==> config.mk <==
export PLATFORM = sky130hd
export DESIGN_NAME = cmk_cmp
export DESIGN_NICKNAME = d
export VERILOG_FILES = /design/src/rtl/cmk_pkg.sv /design/src/rtl/cmk_cmp.sv
export SDC_FILE = /design/constraint.sdc
export NUM_CORES = 1
export LEC_CHECK = 0
export BUFFER_PORTS_ARGS = -buffer_cell sky130_fd_sc_hd__buf_2
export CAP_MARGIN = 20
export CORE_AREA = 5 5 104 106
export DETAILED_ROUTE_END_ITERATION = 8
export DIE_AREA = 0 0 109 111
export GPL_TIMING_DRIVEN = 1
export PLACE_DENSITY = 0.76
export SLEW_MARGIN = 20
export SYNTH_ARGS = -nofsm -noshare
export SYNTH_HDL_FRONTEND = slang
export SYNTH_SLANG_ARGS = --single-unit
==> constraint.sdc <==
create_clock -name vclk -period 5.75
set_input_delay 0.8625 -clock vclk [all_inputs]
set_output_delay 0.8625 -clock vclk [all_outputs]
set_load 0.01 [all_outputs]
==> src/rtl/cmk_pkg.sv <==
package cmk_pkg;

  localparam int NUM_COLS = 4;
  localparam int ATTR_W   = 32;
  localparam int RANK_W   = 3;
  localparam int COL_W    = 2;

  // rank value of a column that has not been clicked
  localparam logic [RANK_W-1:0] NO_CLICK = 3'd4;

  localparam logic CMD_CLICK  = 1'b0;
  localparam logic CMD_RECORD = 1'b1;

  typedef logic [ATTR_W-1:0] attr_t;
  typedef attr_t [NUM_COLS-1:0] rec_t;

  // one sort key: which column sits at this rank, and its direction
  typedef struct packed {
    logic             used;
    logic [COL_W-1:0] col;
    logic             desc;
  } key_t;

  // index 0 is the most significant key
  typedef key_t [NUM_COLS-1:0] key_cfg_t;

  typedef enum logic [1:0] {
    CELL_HOLD,
    CELL_LOAD,
    CELL_FROM_LEFT,
    CELL_FROM_RIGHT
  } cell_op_t;

endpackage

==> src/rtl/cmk_cmp.sv <==
module cmk_cmp (
  input  cmk_pkg::key_cfg_t keys,
  input  cmk_pkg::rec_t     rec_a,
  input  cmk_pkg::rec_t     rec_b,
  output logic              b_first
);

  logic [cmk_pkg::NUM_COLS-1:0] differ;
  logic [cmk_pkg::NUM_COLS-1:0] b_less;
  logic                         decided;

  always_comb begin
    for (int c = 0; c < cmk_pkg::NUM_COLS; c++) begin
      differ[c] = rec_a[c] != rec_b[c];
      b_less[c] = $signed(rec_b[c]) < $signed(rec_a[c]);
    end
  end

  // first key that tells the two apart decides; equal records stay put
  always_comb begin
    b_first = 1'b0;
    decided = 1'b0;
    for (int r = 0; r < cmk_pkg::NUM_COLS; r++) begin
      if (!decided && keys[r].used && differ[keys[r].col]) begin
        decided = 1'b1;
        b_first = keys[r].desc ? ~b_less[keys[r].col] : b_less[keys[r].col];
      end
    end
  end

endmodule

==> results.toml <==
[outcome]
outcome = "finished clean"

[route]
first_pass_iters = 6
wl_um = 11500
routedWlPerCell_um = 12.8
post-route-drc-count = 0
vias_per_cell = 4.84
drtAntennaViolNets = 0
vias = 4353
drt_iter0_markers = 107

[floorplan]
core_um2 = 9680
start_util_pct = 38.0
num_rows = 36
die_h_um = 111
die_area_um2 = 12100
fp.dieW_um = 109
ios = 273

[setup_path]
required_ns = 4.89
cp_max_fo = 4
cpPeakStageDelay_ns = 0.46
crit_arrival_ns = 4.22
worstSetupStartpointType = "primary input"
cp_slowest_cell = "mux2i_1"
cp_cell_sequence = "buf_2 > inv_1 > ha_1 > a21oi_1 > nor2_1 > a2111o_1 > o32ai_1 > mux2i_1 > mux4_2 > mux2_2 > a311o_1 > nor4_2 > buf_2"
end_kind = "output port"
path_class = "primary input to output port"
crit_top_cell = "buf_2"

[synthesis]
ys_seq_area_share_pct = 0
syn_area_um2 = 3680
synth_nets = 894
synthMuxAreaShare_pct = 5.10
synth_compound_area_share_pct = 18.8
syn-instance-count = 494
post_synth_xor_area_fraction_pct = 1.67
synth_fa_ha_area_share_pct = 43.6
synth.avg_cell_area_um2 = 7.44
synth-simple-area-share_pct = 17.4
ys_warn_count = 0
synth_top_family_by_area = "adder cells"
ys_types = 51

[timing]
slew_viol_final = 0
timing.fmax_ghz = 0.197
tightest_slew_ns = 0.574
max_slew_margin_pct = 61.4
worst_slack_ns = 0.665
period_share_pct = 88.4
hold_ws_ns = 2.20
fin_crit_ns = 5.09
rsz0062_at_grt = "no"
final-setup-viol-count = 0
finalHoldViolations = 0
setup_tns_ns = 0

[clocking]
cts_hold_buf = 0
ctsResizeCount = 0
postCtsSetupBuffers = 0

[cells_and_area]
drive_above_1_share_pct = 38.6
register_area_um2 = 0
layout_commonest_cell = "buf_2"
multi_input_area_um2 = 3180
fillers = 959
clkbuf_count = 0
syn_to_final_growth_pct = 41.7
mostFrequentLayoutCells = "buf_2, inv_1, ha_1, a21oi_1, nand2_1"
design.seq.count = 0
nets = 1169
n_antenna_cell = 0

[global_route]
grt-ovfl-total = 0
grt_max_degree = 6
grt_util_all_layers_pct = 17.9
grt_pass1_vias = 4338
grt_antenna_before_repair = 2
grt_first_pass_wirelength_um = 18300

[flow_run]
drv_cap = 0

[place]
gp_congestion = 0.849
hpwl_um = 11200
numPortBuffers = 273
pre_cts_slack_ns = 0.624

[pwr]
power.leakage_uw = 0.00329
total_power_uw = 332
ir_worst_vdd_uv = 28.4
cellPowerDensity_nw_per_um2 = 63.6

[min_path]
hp-class = "primary input to output port"
## synth_stat cells (all sizes together) (7+ instances only)
cell	n	area, um2
nor2	10	37.5
nand2	28	115
nand3	10	50.1
nand4	27	194
a21oi	52	260
nor4	7	56.3
inv	132	495
ha	128	1600
o211ai	8	60.1
o21ai	9	45.0
a21o	11	82.6
## layer usage
metal	vias to the layer above	wire length (um)	part of all wire (%)	track usage (%)
met5	-	18	0.16	0
met4	4	83	0.72	1.01
met3	10	1170	10	3.73
met2	163	5920	51	35.4
met1	1877	4360	38	19.8
li1	2299	-	-	-
## through the flow
| step | util [%] | cells | instance area, um2 |
|---|---|---|---|
| 3_5_place_dp | 53.8 | 900 | 5210 |
| 3_3_place_gp | 53.8 | 900 | 5210 |
| 5_1_grt | 53.8 | 900 | 5210 |
| 6_report | 53.8 | 900 | 5210 |
| 4_1_cts | 53.8 | 900 | 5210 |
| 2_1_floorplan | - | 494 | 3680 |
## cell type report
cell class / instances / area share, %
Tap cell: 133 / 3.19
Multi-Input combinational cell: 362 / 61.1
Timing Repair Buffer: 273 / 26.2
Inverter: 132 / 9.51
## critical path, delay by kind of cell
family	cells	cell delay, ns
AO/OA/AOI/OAI	4	1.18
adder cells (fa/ha/maj)	1	0.31
AND/OR/NAND/NOR	2	0.43
buffers and inverters	3	0.31
multiplexers	3	1.13
## final timing paths
check | end | from | depth (start not counted) | slack (ns)
min | b_first | keys[2] | 5 | 2.20
max | b_first | rec_a[13] | 13 | 0.66
## power breakdown
part / total [uW] / switching, uW / internal, uW / leakage [uW]
sequential: 0 / 0 / 0 / 0
clock: 0 / 0 / 0 / 0
combinational: 332 / 156 / 175 / 0.00329
## logic make-up after synthesis
kind of cell	count (synthesis)
multiplexers	12
adder cells (fa/ha/maj)	128
buffers and inverters	132
AND/OR/NAND/NOR	106
XOR/XNOR	7
AO/OA/AOI/OAI	109
(Power assumes the default switching activity.)
