File: src/rtl/cmk_pkg.sv
package cmk_pkg;

  localparam int NUM_COLS = 4;
  localparam int ATTR_W   = 32;
  localparam int RANK_W   = 3;
  localparam int COL_W    = 2;

  // rank value of a column that has not been clicked
  localparam logic [RANK_W-1:0] NO_CLICK = 3'd4;

  localparam logic CMD_CLICK  = 1'b0;
  localparam logic CMD_RECORD = 1'b1;

  typedef logic [ATTR_W-1:0] attr_t;
  typedef attr_t [NUM_COLS-1:0] rec_t;

  // one sort key: which column sits at this rank, and its direction
  typedef struct packed {
    logic             used;
    logic [COL_W-1:0] col;
    logic             desc;
  } key_t;

  // index 0 is the most significant key
  typedef key_t [NUM_COLS-1:0] key_cfg_t;

  typedef enum logic [1:0] {
    CELL_HOLD,
    CELL_LOAD,
    CELL_FROM_LEFT,
    CELL_FROM_RIGHT
  } cell_op_t;

endpackage

File: src/rtl/cmk_cell.sv
module cmk_cell (
  input  logic              clk,
  input  cmk_pkg::cell_op_t op,
  input  cmk_pkg::rec_t     load_data,
  input  cmk_pkg::rec_t     left_data,
  input  cmk_pkg::rec_t     right_data,
  output cmk_pkg::rec_t     data_q
);

  cmk_pkg::rec_t data_r, data_nxt;

  always_comb begin
    unique case (op)
      cmk_pkg::CELL_LOAD:       data_nxt = load_data;
      cmk_pkg::CELL_FROM_LEFT:  data_nxt = left_data;
      cmk_pkg::CELL_FROM_RIGHT: data_nxt = right_data;
      default:                  data_nxt = data_r;
    endcase
  end

  always_ff @(posedge clk) begin
    data_r <= data_nxt;
  end

  assign data_q = data_r;

endmodule

File: config.mk
export PLATFORM = sky130hd
export DESIGN_NAME = cmk_cell
export DESIGN_NICKNAME = d
export VERILOG_FILES = /design/src/rtl/cmk_pkg.sv /design/src/rtl/cmk_cell.sv
export SDC_FILE = /design/constraint.sdc
export NUM_CORES = 1
export LEC_CHECK = 0
export ABC_AREA = 1
export BUFFER_PORTS_ARGS = -buffer_cell sky130_fd_sc_hd__buf_4
export CAP_MARGIN = 20
export CORE_AREA = 3 3 200 202
export DETAILED_ROUTE_END_ITERATION = 10
export DIE_AREA = 0 0 203 205
export PLACE_DENSITY_LB_ADDON = 0.2
export SLEW_MARGIN = 20
export SYNTH_ARGS = -nofsm -noshare
export SYNTH_HDL_FRONTEND = slang
export SYNTH_SLANG_ARGS = --single-unit
File: constraint.sdc
create_clock -name clk -period 4.8 [get_ports clk]
set_clock_uncertainty 0.1 [all_clocks]
set_input_delay 0.24 -clock clk [delete_from_list [all_inputs] [get_ports clk]]
set_output_delay 0.24 -clock clk [all_outputs]
set_load 0.02 [all_outputs]
==> impl_metrics.py <==
metrics = {
    "critical_path": {
        "cp_cell_sequence": "clkbuf_8, inv_4, buf_4, nand2_1, nand3_1, dlygate4sd3_1",
        "worst_setup_path_end_kind": "register",
        "start_kind": "input port",
        "cpPeakStageDelay_ns": 0.81,
        "crit_path_max_fanout": 104,
        "crit_required_ns": 5.00,
        "worstSetupPathType": "in2reg",
        "cp.arrival_ns": 3.03,
        "crit_slowest_cell": "buf_4",
    },
    "synth": {
        "synthCells": 714,
        "synthSimpleGateAreaFrac_pct": 36.0,
        "synth_top_area_cell": "edfxtp_1",
        "mappedNetlistArea_sq_um": 6680,
        "synth_top_family_by_area": "simple AND/OR/NAND/NOR gates",
        "synth_xor_area_share_pct": 0,
        "synth_cell_type_count": 9,
        "synth_seq_cells": 128,
        "syn_area_per_cell_sq_um": 9.36,
        "ys_seq_area_share_pct": 57.5,
        "synth-adder-area-share_pct": 0,
        "synth_mux_area_share_pct": 0,
        "synth_top_area_share_pct": 57.5,
        "syn_nets": 1101,
        "synth_compound_area_share_pct": 0,
        "netlist_top_cells_area": "edfxtp_1 (58%), nand3_1 (29%), nand2_1 (7.2%), buf_2 (3.5%), buf_4 (2.0%)",
        "ys_warn_count": 0,
    },
    "routing": {
        "wl_microns": 32600,
        "drtPass1Iterations": 5,
        "ant_nets": 0,
        "viasPerCell": 4.29,
        "drc": 0,
        "vias": 8267,
        "post_drt_wl_per_cell_microns": 16.9,
        "drtIter0Drc": 367,
    },
    "grt": {
        "grt_util_met1_pct": 16.1,
        "grtUsageTotal_pct": 14.8,
        "grt_max_degree": 155,
        "grt_use_met3_pct": 4.70,
        "busiest_layer": "met2",
        "use_met2_pct": 26.5,
        "antenna_found_initial": 0,
        "grt_overflow": 0,
        "grt_pass1_vias": 8474,
        "grt_pass1_wl_microns": 47200,
    },
    "sta": {
        "final-setup-viol-count": 0,
        "worst_slack_ns": 1.97,
        "timing.setup.tns_ns": 0,
        "finalCritPeriodShare_pct": 59.0,
        "finalMaxSlewViolations": 0,
        "hold_violations": 0,
        "slew_headroom_pct": 41.1,
        "post-route-min-period_ns": 2.83,
        "worstMarginPinSlew_ns": 0.883,
        "timing.hold.ws_ns": 0.0288,
        "rsz0062_at_grt": "false",
        "max_freq_ghz": 0.353,
    },
    "die": {
        "die-width_microns": 203,
        "die_h_microns": 205,
        "ioPinCount": 515,
        "start_util_pct": 17.4,
        "dieArea_sq_um": 41600,
        "core_area_sq_um": 38500,
        "placementRows": 72,
    },
    "cts": {
        "clk_pin_slew_ns": 0.06,
        "tritoncts": "yes",
        "cts_buffers": 17,
        "htreeDepth": 4,
        "cts_buffer_depth": 2,
        "cts_sinks": 128,
        "cts-root-buf": "clkbuf_16",
    },
    "place": {
        "globalplace.congestion": 0.768,
        "dp_cells": 1682,
        "hpwl_microns": 22600,
        "place_ws_ns": 1.93,
        "io_buffer_count": 514,
    },
    "cells_and_area": {
        "largest_reg_flops": 128,
        "diodes": 0,
        "final_common_cell": "buf_4",
        "final_cell_mix": "buf_4 (518), nand3_1 (384), dlygate4sd3_1 (214), nand2_1 (128), edfxtp_1 (128)",
        "fillers": 3914,
        "area_growth_pct": 103,
        "num-nets-final": 1784,
        "drive_gt1_share_pct": 39.0,
        "final_cell_count_no_fill": 1927,
    },
    "pwr": {
        "leakage_nw": 6.14,
        "powerDensity_nw_per_um2": 282,
        "ir_drop_uv": 219,
        "p_total_mw": 3.83,
    },
    "outcome": {
        "status": "complete, no violations",
    },
    "worst_hold_path": {
        "hp-class": "in2reg",
    },
    "job": {
        "drv_cap": 0,
    },
}
timing repair:
item                                   CTS  global route
hold buffers                           214             0
endpoints found under the hold margin  115             0
gates resized for setup                  0             0
buffers inserted                         0             0
synthesized netlist by cell type:
library cell and n:
edfxtp_1 128, nand3_1 384, inv_1 1, nand2_1 129
buf_2 47, buf_4 18, buf_6 4, clkbuf_1 2
inv_2 1
final timing paths:
path   endpoint          from  cells after the start  slack [ns]
max   data_q[4]         op[1]                      6        1.97
min   data_q[3]  load_data[3]                      3        0.03
power breakdown:
group          internal (mW)  leakage, nW  switching (mW)
Clock                  0.804        0.272           0.507
Combinational          0.578         4.55           0.506
Sequential              1.39         1.32          0.0437
worst max-delay path, delay by kind of cell:
family / cells / cell delay, ns
and+or+nand+nor: 2 / 0.26
buffers and inverters: 4 / 2.36
kinds of logic after synthesis:
family | after synthesis
flops | 128
simple gates | 513
buf+inv | 73
final cells by class:
cell class	instances	area [sq um]	area share [%]
clock buffers	18	429	3.16
repair buffers	735	6080	44.8
well taps	518	648	4.77
flip-flops and latches	128	3840	28.3
inverters	2	12.5	0.0921
multi-input cells	513	2410	17.8
clock inverters	13	146	1.08
metrics by stage:
stage          util, %  cell area [sq um]
6_report          35.3              13600
5_1_grt           35.3              13600
4_1_cts           35.3              13600
3_5_place_dp      28.2              10900
3_3_place_gp      28.2              10900
2_1_floorplan        -               6680
per-layer routing:
metal,wire (microns),part of all wire (%)
met5,0,0
met4,1020,3.1
met3,2450,7.5
met2,16700,51
met1,12400,38
Note: power is estimated with default switching activity, not from simulation.
