==> config.mk <==
export PLATFORM = sky130hd
export DESIGN_NAME = cmk_click
export DESIGN_NICKNAME = d
export VERILOG_FILES = /design/src/rtl/cmk_pkg.sv /design/src/rtl/cmk_click.sv
export SDC_FILE = /design/constraint.sdc
export NUM_CORES = 1
export LEC_CHECK = 0
export BUFFER_PORTS_ARGS = -buffer_cell sky130_fd_sc_hd__buf_4
export CAP_MARGIN = 15
export CORE_AREA = 2 2 61 74
export CTS_CLUSTER_DIAMETER = 100
export DETAILED_ROUTE_END_ITERATION = 7
export DIE_AREA = 0 0 63 76
export PLACE_DENSITY = 0.67
export SYNTH_ARGS = -nofsm -noshare
export SYNTH_HDL_FRONTEND = slang
export SYNTH_SLANG_ARGS = --single-unit
==> constraint.sdc <==
create_clock -name clk -period 3.25 [get_ports clk]
set_clock_uncertainty 0.2 [all_clocks]
set_input_delay 0.325 -clock clk [delete_from_list [all_inputs] [get_ports clk]]
set_output_delay 0.325 -clock clk [all_outputs]
set_load 0.02 [all_outputs]
==> src/rtl/cmk_pkg.sv <==
package cmk_pkg;

  localparam int NUM_COLS = 4;
  localparam int ATTR_W   = 32;
  localparam int RANK_W   = 3;
  localparam int COL_W    = 2;

  // rank value of a column that has not been clicked
  localparam logic [RANK_W-1:0] NO_CLICK = 3'd4;

  localparam logic CMD_CLICK  = 1'b0;
  localparam logic CMD_RECORD = 1'b1;

  typedef logic [ATTR_W-1:0] attr_t;
  typedef attr_t [NUM_COLS-1:0] rec_t;

  // one sort key: which column sits at this rank, and its direction
  typedef struct packed {
    logic             used;
    logic [COL_W-1:0] col;
    logic             desc;
  } key_t;

  // index 0 is the most significant key
  typedef key_t [NUM_COLS-1:0] key_cfg_t;

  typedef enum logic [1:0] {
    CELL_HOLD,
    CELL_LOAD,
    CELL_FROM_LEFT,
    CELL_FROM_RIGHT
  } cell_op_t;

endpackage

==> src/rtl/cmk_click.sv <==
module cmk_click (
  input  logic                      clk,
  input  logic                      rst_n,
  input  logic                      click_en,
  input  logic [cmk_pkg::COL_W-1:0] click_col,
  input  logic                      clear,
  output cmk_pkg::key_cfg_t         keys
);

  logic [cmk_pkg::RANK_W-1:0] rank_r [cmk_pkg::NUM_COLS];
  logic [cmk_pkg::RANK_W-1:0] rank_nxt [cmk_pkg::NUM_COLS];
  logic [cmk_pkg::NUM_COLS-1:0] desc_r, desc_nxt;
  logic [cmk_pkg::RANK_W-1:0] prev_r, prev_nxt;
  logic [cmk_pkg::RANK_W-1:0] old_rank;

  always_comb begin
    old_rank = rank_r[click_col];
    rank_nxt = rank_r;
    desc_nxt = desc_r;
    prev_nxt = prev_r;
    if (clear) begin
      for (int c = 0; c < cmk_pkg::NUM_COLS; c++) begin
        rank_nxt[c] = cmk_pkg::NO_CLICK;
      end
      desc_nxt = '0;
      prev_nxt = cmk_pkg::NO_CLICK;
    end else if (click_en) begin
      // columns more recent than the clicked one move down a place
      for (int c = 0; c < cmk_pkg::NUM_COLS; c++) begin
        if (rank_r[c] < old_rank) begin
          rank_nxt[c] = rank_r[c] + 1'b1;
        end
      end
      rank_nxt[click_col] = '0;
      if (prev_r == {1'b0, click_col}) begin
        desc_nxt[click_col] = ~desc_r[click_col];
      end else begin
        desc_nxt[click_col] = 1'b0;
      end
      prev_nxt = {1'b0, click_col};
    end
  end

  always_ff @(posedge clk) begin
    if (!rst_n) begin
      for (int c = 0; c < cmk_pkg::NUM_COLS; c++) begin
        rank_r[c] <= cmk_pkg::NO_CLICK;
      end
      desc_r <= '0;
      prev_r <= cmk_pkg::NO_CLICK;
    end else begin
      rank_r <= rank_nxt;
      desc_r <= desc_nxt;
      prev_r <= prev_nxt;
    end
  end

  // invert rank table: key r names the column holding rank r
  always_comb begin
    for (int r = 0; r < cmk_pkg::NUM_COLS; r++) begin
      keys[r] = '0;
      for (int c = 0; c < cmk_pkg::NUM_COLS; c++) begin
        if (rank_r[c] == cmk_pkg::RANK_W'(r)) begin
          keys[r].used = 1'b1;
          keys[r].col  = cmk_pkg::COL_W'(c);
          keys[r].desc = desc_r[c];
        end
      end
    end
  end

endmodule

==> results list, run 1 <==
* Clock tree from TritonCTS: built
* Count of distinct cell types in the synthesized netlist: 54
- Of the cells placed in the final design, the portion with a size suffix greater than 1 is 16.39%.
* Synth warnings: 0
* Total setup violations reported at the end of the flow: 0
- Sequential cells burn 47.0% of the power.
- Summing every instance area after synthesis gives 1876 um^2.
- Finished Core Util: 50.73%
- The setup check on the worst reg-to-reg path leaves a slack of 580 ps.
- Synthesis handed over a netlist of 221 instances.
* Worst r2r dst: rank_r[6]
* RSZ-0062 raised after global routing: no
- Global routing finished with a remaining overflow of 0.
- From synthesis to final layout, the design area changed by 11.74%.
* Tightest Hold Check Type: in -> reg
- Status: finished clean
- The worst setup path is of the reg -> reg kind.
- Total routing usage reported by global routing: 20.50%
* Number of hold buffers added after cts: 0
- The initialized floorplan defines 26 standard-cell rows.
* Number of violations reported at the end of detailed-routing iteration 0: 63
- Clock Sink Count: 19
* Data arrival at the endpoint of the critical path: 2660 ps
* Total internal power: 0.0003642 W
- Sorting the synthesized cells by area gives the leading types as sky130_fd_sc_hd__dfxtp_1, sky130_fd_sc_hd__ha_1, sky130_fd_sc_hd__inv_1.
* Flop and latch count out of synthesis: 19
- Data required time at the worst endpoint: 3240 ps
- Counting cells, the worst reg-to-reg path comes to 7.
- DRC Markers: 0
* Chip width: between 60 and 70 um
* Destination of the worst hold path: desc_r[0]
* Hold Crit Depth: 3
* Clock tree root driver cell: sky130_fd_sc_hd__clkbuf_8
* Peak supply drop: 162.9 uV
* Maximum number of pins on one net before global-route repair: 27
- By instance count, the leading cell after synthesis is sky130_fd_sc_hd__ha_1.
* Slew at the pin closest to its max-slew limit: 935.1 ps
- The number of antenna violations at the first check in global routing is 0.
* Synth Flop Type: sky130_fd_sc_hd__dfxtp_1
- 22 I/O pins were placed.
- Startpoint kind of the worst setup timing path: register
- The biggest area contributor in the post-synthesis netlist is sky130_fd_sc_hd__dfxtp_1.
- Based on the critical path, the design can be clocked at up to 374.5 MHz.
- Number of fill cells in the layout: 403
- No sink is reached through more buffers than the 2 on the longest clock path.
- A synthesized cell averages 8.487 um^2.
* Number of violations of the max-capacitance limit: 0
- In the final timing run, aggregate negative setup slack is 0 ps.
* Tmin final: about 2700 ps
- Counting flops with a built-in enable in the synthesized netlist gives 0.
- Counting the buffers created by CTS gives 3.
- Post-DR wirelength/cell: 15.84 um
- The die covers 4788 um^2.
- Worst r2r src: rank_r[1]
- In this run the number of H-tree levels came out at 1.
- Proportion of total power due to net switching: 30.04%
- Antenna cells: 0
* Starting utilization of the core area: 45.40%
- Worst hold path startpoint: click_en
- Number of global-route vias before repair: 1536
* Top post-synthesis cells by count: sky130_fd_sc_hd__ha_1, sky130_fd_sc_hd__inv_1, sky130_fd_sc_hd__dfxtp_1
- The count of buffers added on input and output ports is 21.
* Worst Setup End Kind: register
* Net count, final: 273
- Sequential elements use between 20% and 30% of the synthesized area.
- Sequential Area: 380.4 um^2
- After floorplanning, the core was sized to cover a little over 4000 um^2.
* Routed vias: 1689
- The worst pin sits at a relative slew slack of 37.53%.
* Avg Vias per Cell: between 5 and 6
* Weighted congestion at the end of routability-driven global placement: 0.9299
- In this run, the clock network consumes 33.4% of the power.
- Worst-path maximum fanout: 6
- Proportion of register bits with asynchronous set or reset after synthesis: 0%
* Synth Net Count: roughly 260
* 1st-pass router iterations: 4
- In this run the power spent charging and discharging nets is 0.0001564 W.
- Clock-pin slew of the registers on the worst-case setup and hold paths: ~80 ps
- Half-perimeter wire length after placement: roughly 3.5 mm
* Final period utilization: 82.16%
- Die outline height: 76 um
- Post-CTS timing repair inserted 0 buffers for setup.
* Clock insertion delay at the later pin of the skew report: 260 ps
* Global-route wire length before repair: a little under 8 mm
* Post-detailed-route count of antenna-violating nets: 0
* Power density relative to cell area: 248.4 nW/um^2
* Share of the synthesized area in the top cell type: 20.28%
- Static leakage: 0.9445 nW
- Summed over all layers, the routed wires come to 4.658 mm.
* Final max-slew violation count: 0
- Gates resized during post-CTS repair numbered 0.
- The multi-input combinational cells in the finished layout cover a total of 1359 um^2.
* Part of the total power dissipated in combinational logic: 19.6%
- Worst setup path startpoint: rank_r[1]
* Final Hold Fails: 0
[power by group through the flow]
stage / Sequential, W / Combinational [W] / Clock [W]
floorplan: 0.000247 / 0.0000802 / 0
global placement: 0.000250 / 0.000100 / 0
detailed placement: 0.000250 / 0.000101 / 0
CTS: 0.000245 / 0.000102 / 0.000180
global route: 0.000246 / 0.000115 / 0.000189
finish: 0.000245 / 0.000102 / 0.000174
[kinds of logic (layout without fill, tap and decap cells)]
group	after synthesis	in the layout	share of synthesized area, %
AND/OR/NAND/NOR	72	72	21.68
AO/OA/AOI/OAI	61	61	24.15
buffers and inverters	29	46	7.271
adder cells (fa/ha/maj)	28	28	18.68
flip-flops	19	19	20.28
multiplexers	11	11	7.471
XOR/XNOR	1	1	0.4671
[final cells by class]
class / count / share of cell area (%)
Tap cell: 56 / 3.343
Sequential cell: 19 / 18.15
Timing Repair Buffer: 22 / 7.881
Inverter: 20 / 3.582
Multi-Input combinational cell: 173 / 64.84
Clock inverter: 1 / 0.2388
Clock buffer: 3 / 1.970
[per-stage QoR]
stage                     power (W)  cells  instance area [um^2]  setup WS (ps)  hold WS (ps)
final                     0.0005207    294                  2096          579.7         201.1
after global routing      0.0005487    294                  2096          362.1         213.0
after CTS                 0.0005270    294                  2096          605.7         196.9
after detailed placement  0.0003516    290                  2049          357.1         251.4
after global placement    0.0003502    290                  2049          401.7         249.1
after floorplan           0.0003273    221                  1876          534.7         232.1
[routing by layer]
| metal | up-vias | global-route usage, % | routed length (um) | share of wire (%) |
|---|---|---|---|---|
| met5 | - | 0 | 0 | 0 |
| met2 | 47 | 34.04 | 2237 | 48 |
| met4 | 0 | 6.667 | 46 | 0.99 |
| met3 | 4 | 2.806 | 209 | 4.5 |
| li1 | 860 | - | - | - |
| met1 | 778 | 27.18 | 2165 | 46 |
[worst max path at each step]
stage / endpoint / depth (start not counted)
2_1_floorplan: rank_r[6] / 9
3_3_place_gp: rank_r[6] / 8
3_5_place_dp: rank_r[6] / 8
4_1_cts: rank_r[6] / 7
5_1_grt: rank_r[6] / 7
6_report: rank_r[6] / 7
[placed cells by master (no fill, tap or decap), types with 2 or more instances in the layout]
master and instances:
sky130_fd_sc_hd__ha_1 28, sky130_fd_sc_hd__buf_4 22, sky130_fd_sc_hd__inv_1 20, sky130_fd_sc_hd__dfxtp_1 19, sky130_fd_sc_hd__nand2_1 15, sky130_fd_sc_hd__nor2b_1 12, sky130_fd_sc_hd__o21ai_0 9, sky130_fd_sc_hd__nand3_1 9
sky130_fd_sc_hd__a21oi_1 7, sky130_fd_sc_hd__nor2_1 7, sky130_fd_sc_hd__nand2b_1 5, sky130_fd_sc_hd__mux2i_1 5, sky130_fd_sc_hd__o21ai_1 5, sky130_fd_sc_hd__or2_2 4, sky130_fd_sc_hd__mux2_2 4, sky130_fd_sc_hd__o22ai_1 4
sky130_fd_sc_hd__a21o_1 3, sky130_fd_sc_hd__nand3b_1 3, sky130_fd_sc_hd__o21bai_1 3, sky130_fd_sc_hd__and3b_1 3, sky130_fd_sc_hd__a31oi_1 3, sky130_fd_sc_hd__or3_1 3, sky130_fd_sc_hd__a221o_1 3, sky130_fd_sc_hd__o221ai_1 3
sky130_fd_sc_hd__o211ai_1 3, sky130_fd_sc_hd__clkbuf_8 3, sky130_fd_sc_hd__mux4_2 2, sky130_fd_sc_hd__o2111ai_1 2, sky130_fd_sc_hd__nand4_1 2, sky130_fd_sc_hd__o311a_1 2, sky130_fd_sc_hd__o41ai_2 2, sky130_fd_sc_hd__a221oi_1 2
sky130_fd_sc_hd__nor4_1 2
[flip-flops by register name, summed over array words and instances, names as in the netlist]
name / flops
rank_r: 12
desc_r: 4
prev_r: 3
[critical path: stages (launching register included)]
cell,delay [ps]
sky130_fd_sc_hd__dfxtp_1,370
sky130_fd_sc_hd__mux4_2,480
sky130_fd_sc_hd__inv_1,130
sky130_fd_sc_hd__ha_1,280
sky130_fd_sc_hd__a21o_1,180
sky130_fd_sc_hd__a2111oi_0,570
sky130_fd_sc_hd__nand3_1,180
sky130_fd_sc_hd__o22ai_1,200
(Power assumes the default switching activity.)
==> run 2, diff against run 1 <==
- clock period: 3.25 -> 2.6 ns (I/O delays scaled with it)
==> run 2 against run 1 <==
Effect of this change:
- largest power group unchanged
- hold slack got worse by 49 ps
- critical path depth did not move
- wire length rose by 4.6%
- critical path type is now reg -> out
- highest routed layer unchanged
==> results list, run 2 (synthesized netlist as in run 1, its figures left out) <==
- Status: finished clean
- Startpoint kind of the worst setup timing path: register
- The total via count in the routed design is 1774 (+5.0%).
- Number of violations of the max-capacitance limit: 0 (unchanged)
* Worst Setup End Kind: output pin
- The final HPWL from detailed placement is 3.907 mm (+11%).
- The overall fraction of global-route tracks in use came to 20.30% (-0.20 points).
- Net count, final: 282 (+3.3%)
- The DRC violation count after routing was 0 (unchanged).
- The number of pins exceeding their max-slew limit in the final report was 0 (unchanged).
- Site Rows: 26 (unchanged)
* Area of all placed cells without fillers: 2171 um^2 (+3.6%)
* # placed instances: 299 (+3.1%)
- Tightest Hold Check Type: in -> reg
- Worst-path maximum fanout: 11 (+5)
- The via count of the first global-routing pass was 1605 (+4.5%).
- Worst-case setup slack after placement: 136.3 ps (-220.9 ps)
- The maximum level of the CTS H-tree was 1 (unchanged).
- FMAX: 402.0 MHz
- The initial core utilization is 45.40% (unchanged).
* Num CTS Buffers: 3 (unchanged)
* Chip width: 63 um (unchanged)
* Number of primary I/O pins: 22 (unchanged)
- The maximum number of pins on one net before global-route repair is 24 (-11%).
- The tree is rooted in a sky130_fd_sc_hd__clkbuf_8.
* Tmin final: 2488 ps
- The area of the die was 4788 um^2 (unchanged).
* Clock insertion delay at the later pin of the skew report: 260 ps (about the same)
* Antenna cells: 0 (unchanged)
- Worst max-slew margin expressed relative to the limit: 69.71% (+32 points)
- Number of hold buffers added after cts: 0 (unchanged)
- Longest Clk Path Bufs: 2 (unchanged)
* Final period utilization: 95.68%
* Final critical-path setup slack: 112.4 ps (-467.3 ps)
- The number of filler cells placed in the layout was 427 (+6.0%).
* Max FFs per register: 12 (unchanged)
* Power density relative to cell area: 301.6 nW/um^2 (+21%)
- The number of I/O port buffers came to 21 (unchanged).
* # Post-CTS Setup Buffers: 0 (unchanged)
* Largest Register: rank_r
- Static leakage: 0.9901 nW (+4.8%)
* Post-DR wirelength/cell: 16.09 um (+1.5%)
- The number of antenna violations at the first check in global routing came to 0 (unchanged).
- Die outline height: 76 um (unchanged)
- TritonCTS built the clock tree.
- The library cell used most frequently in the layout, excluding fill and tap cells, is sky130_fd_sc_hd__buf_4.
* Residual overflow from global routing: 0 (unchanged)
- Largest registers: rank_r: 12 flops, desc_r: 4 flops, prev_r: 3 flops
* Sequential Area: 381.6 um^2 (+0.33%)
- RSZ-0062 raised after global routing: no
* Hold Crit Depth: 3 (unchanged)
- The minimum hold slack was 152.1 ps (-48.98 ps).
* Clock Sink Count: 19 (unchanged)
- Data arrival at the endpoint of the critical path: 2030 ps (-630 ps)
- The sum of negative setup slack was 0 ps (unchanged).
* Total Wirelength: 4.874 mm (+4.6%)
* Ratio of cells with drive above 1 in the final layout: 20.24% (+3.9 points)
- Post-detailed-route count of antenna-violating nets: 0 (unchanged)
- The placeable core region came to 4131 um^2 (unchanged).
- Leading cell types in the layout, fill and taps excluded: sky130_fd_sc_hd__buf_4, sky130_fd_sc_hd__ha_1, sky130_fd_sc_hd__inv_1
* Peak supply drop: 252.0 uV (+55%)
- Total setup violations reported at the end of the flow: 0 (unchanged)
- Global-route wire length before repair: 7.741 mm (-0.79%)
- The data required time at the worst endpoint was 2140 ps (-1100 ps).
- Final Hold Fails: 0 (unchanged)
- Relative to the synthesized area, the layout overhead comes to 15.74%.
* Weighted congestion at the end of routability-driven global placement: 0.9279 (-0.22%)
- Area after DPL: 2123 um^2 (+3.6%)
- The critical path is of the reg -> out type.
- The first-pass detailed-route iteration total is 4 (unchanged).
- Avg Vias per Cell: 5.855 (+1.9%)
- Final cell count without fillers: 303 (+3.1%)
* Number of violations reported at the end of detailed-routing iteration 0: 74 (+17%)
* Register-to-Register Path Depth: 7 (unchanged)
- Post-CTS Resized: 0 (unchanged)
* Slew at the pin closest to its max-slew limit: 454.3 ps (-480.8 ps)
- Area taken by multi-input logic gates: 1365 um^2 (+0.46%)
* Clock-pin slew of the registers on the worst-case setup and hold paths: 80 ps (about the same)
[run 2: report_power, final]
group          internal [W]  switching (W)  leakage, nW
Clock              0.000107       0.000106       0.0255
Combinational     0.0000582      0.0000800        0.810
Sequential         0.000296     0.00000728        0.154
[run 2: area by class of cell]
cell class	instances	area share, %
tap	56	3.228
sequential	19	17.58
timing repair buffer	31	10.72
inverter	20	3.458
clock inverter	1	0.2305
multi-input combinational	173	62.88
clock buffer	3	1.902
[run 2: routing by layer]
layer / wire, um / vias to the layer above / GRT usage (%)
met1: 2120 / 824 / 25.16
met4: 130 / 0 / 8.889
met3: 293 / 11 / 2.216
met5: 0 / - / 0
li1: - / 877 / -
met2: 2329 / 62 / 35.11
[run 2: stage by stage]
stage                     power [W]  util, %
after global placement    0.0004468    51.39
after floorplan           0.0004110        -
final                     0.0006546    52.54
after global routing      0.0006780    52.54
after CTS                 0.0006607    52.51
after detailed placement  0.0004481    51.39
[run 2: worst paths after layout]
check / startpoint / end / slack (ps)
worst min-delay path: click_en / desc_r[0] / 150
worst max-delay path: rank_r[6] / keys[8] / 110
worst min register to register: prev_r[2] / prev_r[2] / 270
worst max register to register: rank_r[4] / rank_r[6] / 220
[run 2: worst max-delay path, stage by stage, from the launching register on]
cell,delay (ps)
sky130_fd_sc_hd__dfxtp_1,560
sky130_fd_sc_hd__inv_1,120
sky130_fd_sc_hd__ha_1,250
sky130_fd_sc_hd__and3b_1,180
sky130_fd_sc_hd__a31oi_1,140
sky130_fd_sc_hd__o21ai_0,90
sky130_fd_sc_hd__mux2_2,270
sky130_fd_sc_hd__buf_4,160
==> run 3, diff against run 2 <==
- RECOVER_POWER: default -> 25
==> run 3 against run 2 <==
Effect of this change:
- power about the same
- sequential share of layout area about the same
- critical endpoint is now keys[11]
- register-to-register slack about the same
- first-iteration DRC count down 5.4%
- non-clock buffer count unchanged
- die area unchanged
- critical path type unchanged
- combinational power about the same
==> results list, run 3 (synthesized netlist as in run 1, its figures left out) <==
- The final setup slack of the worst path is 121.3 ps (+8.843 ps).
- The maximum clock path buffer count is 2 (unchanged).
* Max FFs per register: 12 (unchanged)
- Area of the die: 4788 um^2 (unchanged)
- The global-route wire length before repair came to 7.741 mm (unchanged).
- Port buffer count: 21 (unchanged)
- Antenna cells: 0 (unchanged)
- In the final layout, the registers with the most flip-flops are rank_r: 12 flops, desc_r: 4 flops, prev_r: 3 flops.
- The number of cells in the finished layout apart from fillers is 303 (unchanged).
- # Post-CTS Setup Buffers: 0 (unchanged)
* Site Rows: 26 (unchanged)
- Number of H-tree branching levels: 1 (unchanged)
* Final period utilization: 95.34% (-0.34 points)
- The initial core utilization was 45.40% (unchanged).
- The total CTS buffers is 3 (unchanged).
- The critical path is of the reg -> out type.
- Data required time at the worst endpoint: 2140 ps (about the same)
* Register-to-Register Path Depth: 7 (unchanged)
* Worst max-slew margin expressed relative to the limit: 70.12% (+0.41 points)
- Peak supply drop: 251.1 uV (-0.36%)
- Weighted congestion at the end of routability-driven global placement: 0.9279 (unchanged)
* Post-DR wirelength/cell: 16.07 um (-0.10%)
- Number of hold buffers added after cts: 0 (unchanged)
* 1st-pass router iterations: 4 (unchanged)
* Die outline height: 76 um (unchanged)
- The tree is rooted in a sky130_fd_sc_hd__clkbuf_8.
- Residual overflow from global routing: 0 (unchanged)
- Total routing usage reported by global routing: 20.30% (unchanged)
- The maximum fanout along the worst path came to 9 (-2).
- Worst Setup End Kind: output pin
- The core occupancy in the finished layout is 52.45% (-0.091 points).
* RSZ-0062 raised after global routing: no
* Tightest Hold Check Type: in -> reg
* Slew at the pin closest to its max-slew limit: 448.2 ps (-6.175 ps)
* Ratio of cells with drive above 1 in the final layout: 19.84% (-0.40 points)
- The worst slack after detailed placement came to 136.3 ps (unchanged).
* Clock Sink Count: 19 (unchanged)
- CORE AREA: 4131 um^2 (unchanged)
- Final max-slew violation count: 0 (unchanged)
* Clock-pin slew of the registers on the worst-case setup and hold paths: 80 ps (about the same)
* Chip width: 63 um (unchanged)
- Largest Register: rank_r
- The via count of the first global-routing pass is 1605 (unchanged).
- Net count, final: 282 (unchanged)
- # placed instances: 299 (unchanged)
- Data arrival at the endpoint of the critical path: 2020 ps (about the same)
- The total via count in the routed design came to 1770 (-0.23%).
* Startpoint kind of the worst setup timing path: register
- The overall routed net length was 4.869 mm (-0.10%).
- Leading cell type in the layout, fill and taps excluded: sky130_fd_sc_hd__buf_4
- The latest clock arrival within the worst-skew pair is 260 ps (about the same).
- Number of primary I/O pins: 22 (unchanged)
- The top cell types in the final layout, fill and taps aside, are sky130_fd_sc_hd__buf_4, sky130_fd_sc_hd__ha_1, sky130_fd_sc_hd__inv_1.
* Number of violations of the max-capacitance limit: 0 (unchanged)
* Half-perimeter wire length after placement: 3.907 mm (unchanged)
- The maximum achievable frequency is 403.4 MHz (+0.36%).
- The number of antenna violations at the first check in global routing is 0 (unchanged).
* Maximum number of pins on one net before global-route repair: 24 (unchanged)
* Tmin final: 2479 ps (-8.843 ps)
- The number of nets with antenna violations after routing was 0 (unchanged).
- The number of filler cells placed in the layout came to 427 (unchanged).
- Post-CTS Resized: 0 (unchanged)
* Power density relative to cell area: 302.0 nW/um^2 (+0.16%)
- Avg Vias per Cell: 5.842 (-0.23%)
* Hold Crit Depth: 3 (unchanged)
- Fin Setup TNS: 0 ps (unchanged)
- The final setup violation count was 0 (unchanged).
- DRC Markers: 0 (unchanged)
- Clock tree from TritonCTS: built
- Relative to the synthesized area, the layout overhead comes to 15.54%.
- The violation count after the first detailed-route iteration is 70 (-5.4%).
- Status: finished clean
- The number of hold-slack violations in the final timing report came to 0 (unchanged).
- The leakage power of the design came to 0.9874 nW (-0.28%).
[run 3: power breakdown]
part	leakage, nW	total [W]	internal [W]	switching (W)
Combinational	0.807	0.000138	0.0000580	0.0000801
Sequential	0.154	0.000304	0.000296	0.00000710
Clock	0.0255	0.000213	0.000107	0.000106
Total	0.987	0.000655	0.000461	0.000193
[run 3: worst max-delay path, stage by stage (launching register included)]
cell and delay (ps):
sky130_fd_sc_hd__dfxtp_1 510, sky130_fd_sc_hd__inv_1 140, sky130_fd_sc_hd__ha_1 210, sky130_fd_sc_hd__nor2b_1 170, sky130_fd_sc_hd__or2_2 300, sky130_fd_sc_hd__a221o_1 270, sky130_fd_sc_hd__buf_4 160
[run 3: metrics by stage]
step | instance area (um^2) | hold WS (ps) | power (W)
floorplan | 1882 | 232.1 | 0.0004110
global placement | 2123 | 247.5 | 0.0004468
detailed placement | 2123 | 252.9 | 0.0004481
CTS | 2170 | 146.8 | 0.0006607
global route | 2167 | 181.0 | 0.0006777
finish | 2167 | 154.7 | 0.0006546
[run 3: final cells by class]
| class | count | area, um^2 | share of cell area (%) |
|---|---|---|---|
| multi-input combinational | 173 | 1365 | 62.99 |
| sequential | 19 | 381.6 | 17.61 |
| timing repair buffer | 31 | 229.0 | 10.57 |
| inverter | 20 | 75.07 | 3.464 |
| tap | 56 | 70.07 | 3.233 |
| clock buffer | 3 | 41.29 | 1.905 |
| clock inverter | 1 | 5.005 | 0.2309 |
[run 3: per-layer routing]
layer | routed length (um) | GRT usage (%) | vias to the layer above
met3 | 303 | 2.216 | 9
met2 | 2354 | 35.11 | 59
met5 | 0 | 0 | -
li1 | - | - | 875
met4 | 117 | 8.889 | 0
met1 | 2093 | 25.16 | 827
[run 3: path summary, 6_finish.rpt]
check,startpoint,to,slack (ps)
hold / removal,click_en,prev_r[1],150
setup / recovery,rank_r[0],keys[11],120
hold reg to reg,prev_r[2],prev_r[2],270
setup reg to reg,rank_r[4],rank_r[6],230
